[config.mk]
export PLATFORM = sky130hd
export DESIGN_NAME = pll_divider_search
export DESIGN_NICKNAME = d
export VERILOG_FILES = /design/src/rtl/core/pds_pkg.sv /design/src/rtl/core/pds_divider.sv /design/src/rtl/core/pds_datapath.sv /design/src/rtl/core/pds_ctrl.sv /design/src/rtl/core/pll_divider_search.sv
export SDC_FILE = /design/constraint.sdc
export NUM_CORES = 1
export LEC_CHECK = 0
export BUFFER_PORTS_ARGS = -buffer_cell sky130_fd_sc_hd__buf_4
export CORE_UTILIZATION = 45
export DETAILED_ROUTE_END_ITERATION = 16
export MAX_ROUTING_LAYER = met4
export PLACE_DENSITY = 0.7
export RECOVER_POWER = 50
export SLEW_MARGIN = 0
export SYNTH_ARGS = -nofsm -noshare
export SYNTH_HDL_FRONTEND = slang
export SYNTH_SLANG_ARGS = --single-unit
[constraint.sdc]
create_clock -name clk -period 10.26 [get_ports clk]
set_input_delay 1.026 -clock clk [delete_from_list [all_inputs] [get_ports clk]]
set_output_delay 1.026 -clock clk [all_outputs]
set_load 0.1 [all_outputs]
[src/rtl/core/pds_pkg.sv]
`timescale 1ns / 1ps

package pds_pkg;

	// operand widths
	localparam int FREQ_W   = 18;            // request in kHz
	localparam int FREF_W   = 8;             // reference in MHz
	localparam int DIV_W    = 18;            // divider dividend width
	localparam int DVSR_W   = 10;            // divider divisor width
	localparam int DCNT_W   = 5;             // divider step counter
	localparam int QTOT_W   = 8;             // total q, runs to one past the last
	localparam int DTOT_W   = 7;             // post divider scan value
	localparam int QA_W     = 16;            // whole MHz part of q*fout
	localparam int KRES_W   = 10;            // kHz remainder, below 1000
	localparam int FA_W     = 9;             // whole MHz part of fout
	localparam int PQ_W     = 23;            // running quotient m / fref
	localparam int PTOT_W   = 10;            // accepted total p
	localparam int RECIP_W  = 19;            // reciprocal of 1000
	localparam int RECIP_SH = 28;            // reciprocal scale, 2^28
	localparam int FMUL_W   = FREQ_W + RECIP_W;  // request times reciprocal

	// search constants
	localparam logic [DVSR_W-1:0] KHZ_PER_MHZ = 10'd1000;
	localparam logic [RECIP_W-1:0] MHZ_RECIP  = 19'd268436;  // ceil(2^28 / 1000)
	localparam logic [QTOT_W-1:0] Q_FIRST     = 8'd2;
	localparam logic [QTOT_W-1:0] Q_LAST      = 8'd129;
	localparam logic [DTOT_W-1:0] D_FIRST     = 7'd1;   // seed, one step before the scan
	localparam logic [DTOT_W-1:0] D_LAST      = 7'd127;
	localparam logic [PQ_W-1:0]   P_MIN       = 23'd16;
	localparam logic [PQ_W-1:0]   P_MAX       = 23'd1023;
	localparam logic [7:0]        DV_MAX      = 8'd127;
	localparam logic [8:0]        VCO_MIN     = 9'd100;
	localparam logic [8:0]        VCO_MAX     = 9'd400;

	// charge pump band limits on total p
	localparam logic [PTOT_W-1:0] PUMP_LIM0   = 10'd44;
	localparam logic [PTOT_W-1:0] PUMP_LIM1   = 10'd479;
	localparam logic [PTOT_W-1:0] PUMP_LIM2   = 10'd639;
	localparam logic [PTOT_W-1:0] PUMP_LIM3   = 10'd799;

	// source select codes
	localparam logic [1:0] SRC_DIRECT = 2'd1;
	localparam logic [1:0] SRC_DIV2   = 2'd2;
	localparam logic [1:0] SRC_DIV3   = 2'd3;

	typedef enum logic [2:0] {
		ST_IDLE,
		ST_FDIV,
		ST_QNEXT,
		ST_QCHK,
		ST_QDIV,
		ST_STEP,
		ST_EVAL,
		ST_FINISH
	} state_t;

	// controller to datapath
	typedef struct packed {
		logic div_start_f;   // take the request, scale it by 1/1000
		logic load_f;        // split fout into MHz and kHz, seed q
		logic next_q;        // advance q and q*fout
		logic div_start_a;   // divide q*fout/1000 by fref
		logic load_a;        // seed the post divider scan
		logic step;          // advance the post divider
		logic res_found;     // capture accepted settings
		logic res_zero;      // capture not found
	} cmd_t;

	// datapath to controller
	typedef struct packed {
		logic div_busy;
		logic q_ok;
		logic cand;
		logic d_first;
		logic d_last;
		logic ok;
	} status_t;

endpackage

[src/rtl/core/pds_divider.sv]
`timescale 1ns / 1ps

module pds_divider
	import pds_pkg::*;
(
	input  logic              clk,
	input  logic              arst_n,
	input  logic              start,
	input  logic [DIV_W-1:0]  dividend,
	input  logic [DVSR_W-1:0] divisor,
	output logic              busy,
	output logic [DIV_W-1:0]  quotient,
	output logic [DVSR_W-1:0] remainder
);

	logic [DCNT_W-1:0] cnt_q;
	logic [DIV_W-1:0]  quo_q;
	logic [DVSR_W-1:0] rem_q;
	logic [DVSR_W-1:0] dvsr_q;
	logic [DVSR_W:0]   shifted;
	logic              fits;

	// one quotient bit per cycle, restoring
	assign shifted = {rem_q, quo_q[DIV_W-1]};
	assign fits    = shifted >= {1'b0, dvsr_q};

	always_ff @(posedge clk or negedge arst_n) begin
		if (!arst_n) begin
			cnt_q <= '0;
		end else if (start) begin
			cnt_q <= DCNT_W'(DIV_W);
		end else if (cnt_q != '0) begin
			cnt_q <= cnt_q - 1'b1;
		end
	end

	always_ff @(posedge clk) begin
		if (start) begin
			quo_q  <= dividend;
			rem_q  <= '0;
			dvsr_q <= divisor;
		end else if (cnt_q != '0) begin
			quo_q <= {quo_q[DIV_W-2:0], fits};
			rem_q <= fits ? DVSR_W'(shifted - {1'b0, dvsr_q}) : shifted[DVSR_W-1:0];
		end
	end

	assign busy      = cnt_q != '0;
	assign quotient  = quo_q;
	assign remainder = rem_q;

endmodule

[src/rtl/core/pds_datapath.sv]
`timescale 1ns / 1ps

module pds_datapath
	import pds_pkg::*;
(
	input  logic              clk,
	input  logic              arst_n,
	input  cmd_t              cmd,
	output status_t           status,
	input  logic [FREQ_W-1:0] out_freq_khz,
	input  logic [FREF_W-1:0] fref,
	output logic              found,
	output logic [6:0]        q_count,
	output logic [9:0]        p_count,
	output logic              p_odd,
	output logic [6:0]        post_div,
	output logic [1:0]        clock_source,
	output logic [2:0]        pump_band
);

	// q loop: q*fout = qa*1000 + qb (kHz)
	logic [FA_W-1:0]   fa_q;
	logic [KRES_W-1:0] fb_q;
	logic [QTOT_W-1:0] q_q;
	logic [QA_W-1:0]   qa_q;
	logic [KRES_W-1:0] qb_q;
	// qa = adiv*fref + amod
	logic [QA_W-1:0]   adiv_q;
	logic [FREF_W-1:0] amod_q;
	// d loop: q*d*fout = m*1000 + r, m = pq*fref + pr
	logic [DTOT_W-1:0] d_q;
	logic [KRES_W-1:0] r_q;
	logic [PQ_W-1:0]   pq_q;
	logic [FREF_W-1:0] pr_q;

	logic              div_busy;
	logic [DIV_W-1:0]  div_quo;
	logic [DVSR_W-1:0] div_rem;
	logic [DIV_W-1:0]  div_dividend;
	logic [DVSR_W-1:0] div_divisor;

	// request split: fout/1000 by reciprocal multiply, exact below 2^18
	logic [FREQ_W-1:0] fin_q;
	logic [FMUL_W-1:0] fmul_q;
	logic [FA_W-1:0]   f_mhz;
	logic [FREQ_W-1:0] f_whole;
	logic [KRES_W-1:0] f_khz;

	always_ff @(posedge clk) begin
		if (cmd.div_start_f) begin
			fin_q  <= out_freq_khz;
			fmul_q <= FMUL_W'(out_freq_khz) * FMUL_W'(MHZ_RECIP);
		end
	end

	assign f_mhz   = fmul_q[RECIP_SH +: FA_W];
	assign f_whole = FREQ_W'(f_mhz) * FREQ_W'(KHZ_PER_MHZ);
	assign f_khz   = KRES_W'(fin_q - f_whole);

	assign div_dividend = DIV_W'(qa_q);
	assign div_divisor  = DVSR_W'(fref);

	pds_divider u_div (
		.clk       (clk),
		.arst_n    (arst_n),
		.start     (cmd.div_start_a),
		.dividend  (div_dividend),
		.divisor   (div_divisor),
		.busy      (div_busy),
		.quotient  (div_quo),
		.remainder (div_rem)
	);

	// next q: add fout in split form
	logic [KRES_W:0]   qb_sum;
	logic              qb_carry;
	assign qb_sum   = {1'b0, qb_q} + {1'b0, fb_q};
	assign qb_carry = qb_sum >= {1'b0, KHZ_PER_MHZ};

	// next d: add q*fout in split form, carry through both remainders
	logic [KRES_W:0]   r_sum;
	logic              r_carry;
	logic [FREF_W:0]   pr_sum;
	logic              pr_carry;
	assign r_sum    = {1'b0, r_q} + {1'b0, qb_q};
	assign r_carry  = r_sum >= {1'b0, KHZ_PER_MHZ};
	assign pr_sum   = {1'b0, pr_q} + {1'b0, amod_q} + (FREF_W+1)'(r_carry);
	assign pr_carry = pr_sum >= {1'b0, fref};

	always_ff @(posedge clk) begin
		if (cmd.load_f) begin
			fa_q <= f_mhz;
			fb_q <= f_khz;
			qa_q <= QA_W'(f_mhz);
			qb_q <= f_khz;
			q_q  <= Q_FIRST - 1'b1;
		end else if (cmd.next_q) begin
			qb_q <= qb_carry ? KRES_W'(qb_sum - {1'b0, KHZ_PER_MHZ}) : qb_sum[KRES_W-1:0];
			qa_q <= qa_q + QA_W'(fa_q) + QA_W'(qb_carry);
			q_q  <= q_q + 1'b1;
		end

		if (cmd.load_a) begin
			adiv_q <= div_quo[QA_W-1:0];
			amod_q <= div_rem[FREF_W-1:0];
			d_q    <= D_FIRST;
			r_q    <= qb_q;
			pq_q   <= PQ_W'(div_quo[QA_W-1:0]);
			pr_q   <= div_rem[FREF_W-1:0];
		end else if (cmd.step) begin
			d_q  <= d_q + 1'b1;
			r_q  <= r_carry ? KRES_W'(r_sum - {1'b0, KHZ_PER_MHZ}) : r_sum[KRES_W-1:0];
			pr_q <= pr_carry ? FREF_W'(pr_sum - {1'b0, fref}) : pr_sum[FREF_W-1:0];
			pq_q <= pq_q + PQ_W'(adiv_q) + PQ_W'(pr_carry);
		end
	end

	// candidate settings: p doubled once when it sits at the minimum
	logic                doubled;
	logic [PTOT_W-1:0]   p_tot;
	logic [7:0]          dv;
	logic [FREF_W+PTOT_W-1:0] vco;
	logic [QTOT_W+8:0]   vco_lo;
	logic [QTOT_W+8:0]   vco_hi;
	logic [2:0]          band;

	assign doubled = pq_q == P_MIN;
	assign p_tot   = doubled ? PTOT_W'(P_MIN << 1) : pq_q[PTOT_W-1:0];
	assign dv      = doubled ? {d_q, 1'b0} : {1'b0, d_q};
	assign vco     = (FREF_W+PTOT_W)'(fref) * (FREF_W+PTOT_W)'(p_tot);
	assign vco_lo  = (QTOT_W+9)'(VCO_MIN) * (QTOT_W+9)'(q_q);
	assign vco_hi  = (QTOT_W+9)'(VCO_MAX) * (QTOT_W+9)'(q_q);

	always_comb begin
		priority if (p_tot <= PUMP_LIM0) band = 3'd0;
		else if (p_tot <= PUMP_LIM1) band = 3'd1;
		else if (p_tot <= PUMP_LIM2) band = 3'd2;
		else if (p_tot <= PUMP_LIM3) band = 3'd3;
		else band = 3'd4;
	end

	// result word
	always_ff @(posedge clk) begin
		if (cmd.res_found) begin
			found     <= 1'b1;
			q_count   <= 7'(q_q - Q_FIRST);
			p_count   <= 10'(p_tot[PTOT_W-1:1] - 9'd4);
			p_odd     <= p_tot[0];
			pump_band <= band;
			if (dv == 8'd2) begin
				post_div     <= 7'd4;
				clock_source <= SRC_DIV2;
			end else if (dv == 8'd3) begin
				post_div     <= 7'd6;
				clock_source <= SRC_DIV3;
			end else begin
				post_div     <= dv[6:0];
				clock_source <= SRC_DIRECT;
			end
		end else if (cmd.res_zero) begin
			found        <= 1'b0;
			q_count      <= '0;
			p_count      <= '0;
			p_odd        <= 1'b0;
			post_div     <= '0;
			clock_source <= '0;
			pump_band    <= '0;
		end
	end

	// status to the controller
	assign status.div_busy = div_busy;
	assign status.q_ok     = (q_q <= Q_LAST) && ({2'b00, q_q} <= {fref, 2'b00});
	assign status.cand     = (r_q == '0) && (pr_q == '0) && (pq_q >= P_MIN);
	assign status.d_first  = d_q == D_FIRST;
	assign status.d_last   = d_q == D_LAST;
	assign status.ok       = (dv <= DV_MAX) && (pq_q <= P_MAX)
		&& (vco >= (FREF_W+PTOT_W)'(vco_lo)) && (vco <= (FREF_W+PTOT_W)'(vco_hi));

endmodule

[src/rtl/core/pds_ctrl.sv]
`timescale 1ns / 1ps

module pds_ctrl
	import pds_pkg::*;
(
	input  logic    clk,
	input  logic    arst_n,
	input  logic    start,
	output logic    busy,
	output logic    done,
	output cmd_t    cmd,
	input  status_t status
);

	state_t state_q, state_d;

	always_ff @(posedge clk or negedge arst_n) begin
		if (!arst_n) begin
			state_q <= ST_IDLE;
		end else begin
			state_q <= state_d;
		end
	end

	// next state and commands
	always_comb begin
		state_d = state_q;
		cmd     = '0;
		busy    = state_q != ST_IDLE;
		done    = 1'b0;
		unique case (state_q)
			ST_IDLE: begin
				if (start) begin
					cmd.div_start_f = 1'b1;
					state_d         = ST_FDIV;
				end
			end
			ST_FDIV: begin
				if (!status.div_busy) begin
					cmd.load_f = 1'b1;
					state_d    = ST_QNEXT;
				end
			end
			ST_QNEXT: begin
				cmd.next_q = 1'b1;
				state_d    = ST_QCHK;
			end
			ST_QCHK: begin
				if (status.q_ok) begin
					cmd.div_start_a = 1'b1;
					state_d         = ST_QDIV;
				end else begin
					cmd.res_zero = 1'b1;
					state_d      = ST_FINISH;
				end
			end
			ST_QDIV: begin
				if (!status.div_busy) begin
					cmd.load_a = 1'b1;
					state_d    = ST_STEP;
				end
			end
			ST_STEP: begin
				priority if (status.cand && !status.d_first) begin
					state_d = ST_EVAL;
				end else if (status.d_last) begin
					state_d = ST_QNEXT;
				end else begin
					cmd.step = 1'b1;
				end
			end
			ST_EVAL: begin
				if (status.ok) begin
					cmd.res_found = 1'b1;
					state_d       = ST_FINISH;
				end else begin
					state_d = ST_QNEXT;
				end
			end
			ST_FINISH: begin
				done    = 1'b1;
				state_d = ST_IDLE;
			end
			default: begin
				state_d = ST_IDLE;
			end
		endcase
	end

endmodule

[src/rtl/core/pll_divider_search.sv]
`timescale 1ns / 1ps

// PLL divider search.
// A request (out_freq_khz) is taken at a clock edge with start high and busy
// low. The block then scans total q from 2 and the post divider from 2 to 127
// for settings with fout = fref*p/(q*div) and a VCO of 100..400 MHz.
// The answer appears on found and the setting ports, marked by done for one
// cycle; the ports keep that word until the next answer. The receiver
// cannot stall, so done is never held off.
// The request is first split into MHz and kHz; then for each q value comes
// a q step, a q check and the serial division by fref, then the scan of
// divider values up to the first candidate, which is then checked.
// A zero reference fails the first q check and ends the search with found
// low; with no lock, q runs up to 129 or four times fref, the lower.
// busy stays high through done; the next request is taken the cycle after.
// The serial divider and the one-step-per-cycle scan set the search time.
// The reference frequency register is written over the cfg channel
// (cfg_valid, cfg_ready, cfg_data), which is always ready; write it only
// while busy is low. Reset returns the controller to idle and the
// reference register to 10 MHz.
module pll_divider_search
	import pds_pkg::*;
(
	input  logic              clk,
	input  logic              arst_n,
	input  logic              start,
	output logic              busy,
	input  logic [FREQ_W-1:0] out_freq_khz,
	input  logic              cfg_valid,
	output logic              cfg_ready,
	input  logic [FREF_W-1:0] cfg_data,
	output logic              done,
	output logic              found,
	output logic [6:0]        q_count,
	output logic [9:0]        p_count,
	output logic              p_odd,
	output logic [6:0]        post_div,
	output logic [1:0]        clock_source,
	output logic [2:0]        pump_band
);

	logic [FREF_W-1:0] ref_freq_q;
	cmd_t              cmd;
	status_t           status;

	// reference frequency register
	assign cfg_ready = 1'b1;

	always_ff @(posedge clk or negedge arst_n) begin
		if (!arst_n) begin
			ref_freq_q <= 8'd10;
		end else if (cfg_valid && cfg_ready) begin
			ref_freq_q <= cfg_data;
		end
	end

	pds_ctrl u_ctrl (
		.clk    (clk),
		.arst_n (arst_n),
		.start  (start),
		.busy   (busy),
		.done   (done),
		.cmd    (cmd),
		.status (status)
	);

	pds_datapath u_dp (
		.clk          (clk),
		.arst_n       (arst_n),
		.cmd          (cmd),
		.status       (status),
		.out_freq_khz (out_freq_khz),
		.fref         (ref_freq_q),
		.found        (found),
		.q_count      (q_count),
		.p_count      (p_count),
		.p_odd        (p_odd),
		.post_div     (post_div),
		.clock_source (clock_source),
		.pump_band    (pump_band)
	);

endmodule

* Word-level counts from Yosys, hierarchy flattened
Index checks and enable logic that the tools add are counted.
** Word-level totals
- Register bits after elaboration :: 253
- Bits of input ports :: 30
** Operators by class
- Add/sub/neg operators :: 18
- $mul :: 5
- Magnitude comparators :: 15
- Eq/ne operators :: 16
- Mux-type cells :: 63
- Reduce and logical (&&, ||, !) cells :: 18
** Operators with widths (count)
- two-way mux 10 bit :: 10
- two-way mux 16 bit :: 4
- two-way mux 3 bit :: 12
- multiplier 18 x 17 -> 35 bit (second input constant) :: 1
- two-way mux 7 bit :: 5
- two-way mux 8 bit :: 4
- multiplier 5 x 8 -> 13 bit (first input constant) :: 2
- case mux 3 bit (8 select lines) :: 1
- adder 23 x 1 -> 23 bit :: 1
- adder 23 x 16 -> 23 bit :: 1
- equality test 23 x 5 -> 1 bit (second input constant) :: 1
- greater-or-equal comparator 23 x 5 -> 1 bit (second input constant) :: 1
- <= comparator 23 x 10 -> 1 bit (second input constant) :: 1
- adder 10 x 10 -> 11 bit :: 2
- greater-or-equal comparator 11 x 10 -> 1 bit (second input constant) :: 2
- <= comparator 10 bit (second input constant) :: 2
- subtractor 10 bit (second input constant) :: 2
- greater-or-equal comparator 18 x 15 -> 1 bit :: 1
- <= comparator 18 x 17 -> 1 bit :: 1
- multiplier 8 x 10 -> 18 bit :: 1
- two-way mux 1 bit :: 18
- two-way mux 9 bit :: 2
- adder 16 x 1 -> 16 bit :: 1
- adder 16 x 9 -> 16 bit :: 1
- 37 further kinds :: 58

* Logic depth before layout (Yosys ltp)
- Depth after elaboration :: 9
- Mapped depth :: 37

* By module
Synthesis repeated with hierarchy kept, for this count alone.
** Second synthesis, totals
- Cell total of the unflattened synthesis :: 2063
- Area, all modules :: 20866.3 µm²
** Modules (own cells, without submodules)
- pds_datapath :: times used 1, cells each 1813, area each 17928.4 µm²
- pds_divider :: times used 1, cells each 195, area each 2277.2 µm²
- pll_divider_search :: times used 1, cells each 19, area each 345.3 µm²
- pds_ctrl :: times used 1, cells each 36, area each 315.3 µm²

* Least setup slack after synthesis
No wires, ideal clock.
- Path kind :: reg2reg
- From :: reg u_dp.pq_q[9]
- To :: reg u_dp.clock_source[0] (enable)
- Library setup time :: 0.465 ns
- Data arrival time :: 7.722 ns
- Data required time :: 9.795 ns
- Slack :: 2.073 ns
- Cell stages (with the launch flop) :: 35
- Path buffers :: 3
- Period minus slack after synthesis :: 8.187 ns
- Cells stage by stage :: edfxtp_1 -> buf_2 -> nor4_2 -> nand4_1 -> or2_2 -> clkbuf_1 -> and2_1 -> inv_1 -> nor2_1 -> fa_1 -> inv_1 -> fa_1 -> inv_1 -> fa_1 -> inv_1 -> fa_1 -> inv_1 -> ha_1 -> and2_1 -> a22oi_1 -> nand2_1 -> nor2_1 -> nor2b_1 -> o21ai_0 -> nand2b_1 -> xnor2_1 -> ha_1 -> nand3_1 -> nor4_1 -> o21bai_1 -> a211o_1 -> maj3_1 -> o2111ai_2 -> buf_2 -> nand2_1
** On the way
- Cells in the longest elaborated chain, start to end :: 9
- Elaborated cells between the ends (all ways) :: 14
- Those cells by class :: mul (1); order compare (4); eq/ne (1); mux (4); reduce/logical (4)
** Ends and longest elaborated chain
- start, declared :: RTL line pds_datapath.sv:33 : logic [PQ_W-1:0] pq_q;
- start signal, assigned :: RTL line pds_datapath.sv:108 : pq_q <= PQ_W'(div_quo[QA_W-1:0]);
- start signal, assigned :: RTL line pds_datapath.sv:114 : pq_q <= pq_q + PQ_W'(adiv_q) + PQ_W'(pr_carry);
- equality test 23 x 5 -> 1 bit :: RTL line pds_datapath.sv:127 : assign doubled = pq_q == P_MIN;
- two-way mux 10 bit / two-way mux 8 bit (equally long branches) :: RTL line pds_datapath.sv:128, pds_datapath.sv:129
- multiplier 8 x 10 -> 18 bit / <= comparator 8 x 7 -> 1 bit (equally long branches) :: RTL line pds_datapath.sv:130, pds_datapath.sv:177
- greater-or-equal comparator 18 x 15 -> 1 bit / logical AND 1 bit (equally long branches) :: RTL line pds_datapath.sv:178, pds_datapath.sv:177
- logical AND 1 bit :: RTL line pds_datapath.sv:178 : && (vco >= (FREF_W+PTOT_W)'(vco_lo)) && (vco <= (FREF_W+PTOT_W)'(vco_hi));
- logical AND 1 bit * :: RTL line pds_datapath.sv:178
- two-way mux 1 bit * :: RTL line pds_ctrl.sv:73 : if (status.ok) begin
- two-way mux 1 bit * :: RTL line pds_ctrl.sv:31 : unique case (state_q)
- nonzero test 2 bit (no line) *
- end signal, assigned :: RTL line pds_datapath.sv:155 : clock_source <= SRC_DIV3;
- end signal, assigned :: RTL line pds_datapath.sv:158 : clock_source <= SRC_DIRECT;
- end signal, assigned :: RTL line pds_datapath.sv:166 : clock_source <= '0;
- end, declared :: RTL line pds_datapath.sv:17 : output logic [1:0] clock_source,
Every way passes the cells marked *; elsewhere a longest branch is shown, timed or not.
A chain may end at the register's enable or synchronous reset.

* Final worst setup path
- From :: reg u_dp.pq_q[6]
- To :: reg u_dp.p_count[6] (enable)
** On the way
- Cells in the longest elaborated chain, start to end :: 9
- Elaborated cells between the ends (all ways) :: 14
- Those cells by class :: mul (1); order compare (4); eq/ne (1); mux (4); reduce/logical (4)
** Ends and longest elaborated chain
- equality test 23 x 5 -> 1 bit :: RTL line pds_datapath.sv:127
- two-way mux 10 bit / two-way mux 8 bit (equally long branches) :: RTL line pds_datapath.sv:128, pds_datapath.sv:129
- multiplier 8 x 10 -> 18 bit / <= comparator 8 x 7 -> 1 bit (equally long branches) :: RTL line pds_datapath.sv:130, pds_datapath.sv:177
- greater-or-equal comparator 18 x 15 -> 1 bit / logical AND 1 bit (equally long branches) :: RTL line pds_datapath.sv:178, pds_datapath.sv:177
- logical AND 1 bit :: RTL line pds_datapath.sv:178
- logical AND 1 bit * :: RTL line pds_datapath.sv:178
- two-way mux 1 bit * :: RTL line pds_ctrl.sv:73
- two-way mux 1 bit * :: RTL line pds_ctrl.sv:31
- nonzero test 2 bit (no line) *
- end signal, assigned :: RTL line pds_datapath.sv:147 : p_count <= 10'(p_tot[PTOT_W-1:1] - 9'd4);
- end, declared :: RTL line pds_datapath.sv:14 : output logic [9:0] p_count,
Marked as above.

==> metrics.yaml <==
outcome: "finished with violations"
violations: "capacitance limit, slew limit"
final_util: 0.497
track_usage: 0.204
area_delta_synth_final_pct: 8.19
dp_hpwl_um: 36000
arrival_ns: 9.22
yosysUniqueCellTypes: 81
grt_pass1_wl_um: 75300
synthesis.nets: 2554
clock_skew_ns: 0.0245
clockBufferDepth: 3
cts_hold_buf: 0
slowest_stage: "edfxtp_1"
maxCapViolCount: 5
grt_max_degree: 64
wirelength_um: 45500
viasPerCell: 5.46
setup_violations: 0
worst_slew_pin_slew_ns: 3.01
wire_per_inst_um: 16.6
yosysMostFrequentCell: "ha_1"
drtIter0Drc: 784
cts_root_buffer: "clkbuf_16"
gp_congestion: 0.911
dp.cells: 2699
postSynthAreaPerCell_um2: 9.85
cts-resized-gates: 0
rsz0062_at_grt: "false"
cts.sinks: 227
critPathLaunchType: "flop"
crit_path_max_fanout: 31
synth.largest_area_cell: "edfxtp_1"
synth_seq_cells: 227
syn_inst: 2076
crit_path_end_kind: "flop"
antenna_found_initial: 0
final_cells: 2745
hold_class: "flop to flop"
period_needed_ns: 8.97
die-area_um2: 46300
synthFlopType: "edfxtp_1"
die_w_um: 215
vias: 14979
die_height_um: 215
crit_top_cell: "inv_1"
core_region_area_um2: 44500
synth.yosys.seq_area_share: 0.309
drt_first_pass_iters: 5
slowest_delay_ns: 0.63
synth-async-reset-ratio: 0.0705
cts_made_buffers: 25
netlist_top_cells_count: "ha_1, inv_1, nor2_1"
fillers: 4085
fin_nets: 2612
ios: 64
cp.required_ns: 10.51
ant_nets: 0
io_buffer_count: 62
postCtsSetupBuffers: 0
rows: 77
cts_tree: "yes"
yosysWarnings: 0
slew_viol_final: 150
hold_viol: 0
tns_ns: 0
grt_pass1_vias: 15236
synth_edf_count: 169
synth_top_area_frac: 0.248
timing.final.crit_share: 0.874
yosys-top-cells-area: "edfxtp_1, ha_1, fa_1, inv_1, dfxtp_1"
num_antenna_cells: 0
crit_type: "flop to flop"
timing.fmax_ghz: 0.111
slew_headroom: -1.01
drc: 0
overflow: 0
clock_latency_ns: 0.53
initial_utilization: 0.459
drive_gt1_frac: 0.0474
cts.clk_slew.worst_paths_ns: 0.06
syn-cell-area_um2: 20500
cts_max_level: 1
## worst max-delay path: cells and delay by family (launching register included)
| family | cells | cell delay (ns) |
|---|---|---|
| adders and majority gates | 7 | 3.14 |
| DFF | 1 | 0.63 |
| and+or+nand+nor | 13 | 2.64 |
| buffers and inverters | 7 | 1.11 |
| AOI/OAI and AO/OA | 5 | 0.95 |
| xor gates and xnor gates | 1 | 0.22 |
## state kept, by name (all words and copies together), names as in the netlist, 10 cells and up
| register | count |
|---|---|
| u_dp.adiv_q | 16 |
| u_dp.fb_q | 10 |
| u_dp.fin_q | 10 |
| u_dp.p_count | 10 |
| u_dp.pq_q | 23 |
| u_dp.qa_q | 16 |
| u_dp.qb_q | 10 |
| u_dp.r_q | 10 |
| u_dp.u_div.quotient | 18 |
| u_dp.u_div.remainder | 10 |
## metal layers
layer,part of all wire,up-vias,track usage
met2,0.49,316,0.349
met3,0.041,70,0.0202
li1,-,7308,-
met4,0.026,0,0.0506
met1,0.45,7285,0.258
met5,0,-,-
## stage by stage
step	hold slack, ns	worst slack, ns	instance area (um2)
after floorplan	0.426	2.07	20500
after global placement	0.436	1.55	21600
after detailed placement	0.442	1.31	21600
after CTS	0.343	1.28	22300
after global routing	0.475	0.680	22100
final	0.453	1.29	22100
## cell type report
type / instances / area, um2 / area share
timing repair buffer: 71 / 342 / 0.0154
sequential: 227 / 6320 / 0.286
tap: 592 / 741 / 0.0335
multi-input combinational: 1519 / 12900 / 0.582
inverter: 290 / 1090 / 0.0492
clock buffer: 30 / 664 / 0.0300
clock inverter: 16 / 90.1 / 0.00407
## kinds of logic after synthesis
kind of cell,count (synthesis),synth area share
other cells,1,0.000183
compound gates,360,0.113
buf+inv,330,0.0614
mux,41,0.0214
simple gates,554,0.131
flops,227,0.309
xor+xnor,114,0.0488
fa+ha+maj,449,0.315
## path summary, 6_finish.rpt
kind / end / cells past startpoint / slack (ns) / from
min reg2reg: u_dp.fa_q[7] / 0 / 0.45 / u_dp.fmul_q[35]
min: u_dp.fa_q[7] / 0 / 0.45 / u_dp.fmul_q[35]
max in group asynchronous: u_dp.u_div.cnt_q[0] / 1 / 9.10 / arst_n
min in group asynchronous: u_ctrl.state_q[1] / 1 / 0.61 / arst_n
max reg2reg: u_dp.p_count[6] / 33 / 1.29 / u_dp.pq_q[6]
max: u_dp.p_count[6] / 33 / 1.29 / u_dp.pq_q[6]
## cells in the final DEF, fill, tap and decap left out, types with 20 or more instances in the layout
master,instances
ha_1,337
nand2b_1,22
nor2b_1,31
a211oi_1,25
edfxtp_1,169
fa_1,111
dfxtp_1,42
mux2_2,22
nand2_1,117
inv_1,279
xor2_1,41
o21ai_0,86
nand4_1,24
a21oi_1,107
clkbuf_1,54
and2_1,32
nor3_1,28
clkbuf_16,25
buf_4,20
nor2_1,196
nand3_1,25
xnor2_1,73
a21o_1,38
Power is left out: the tool's default activity adds up to more than one toggle a clock period on the data nets, which glitch-free logic cannot reach.
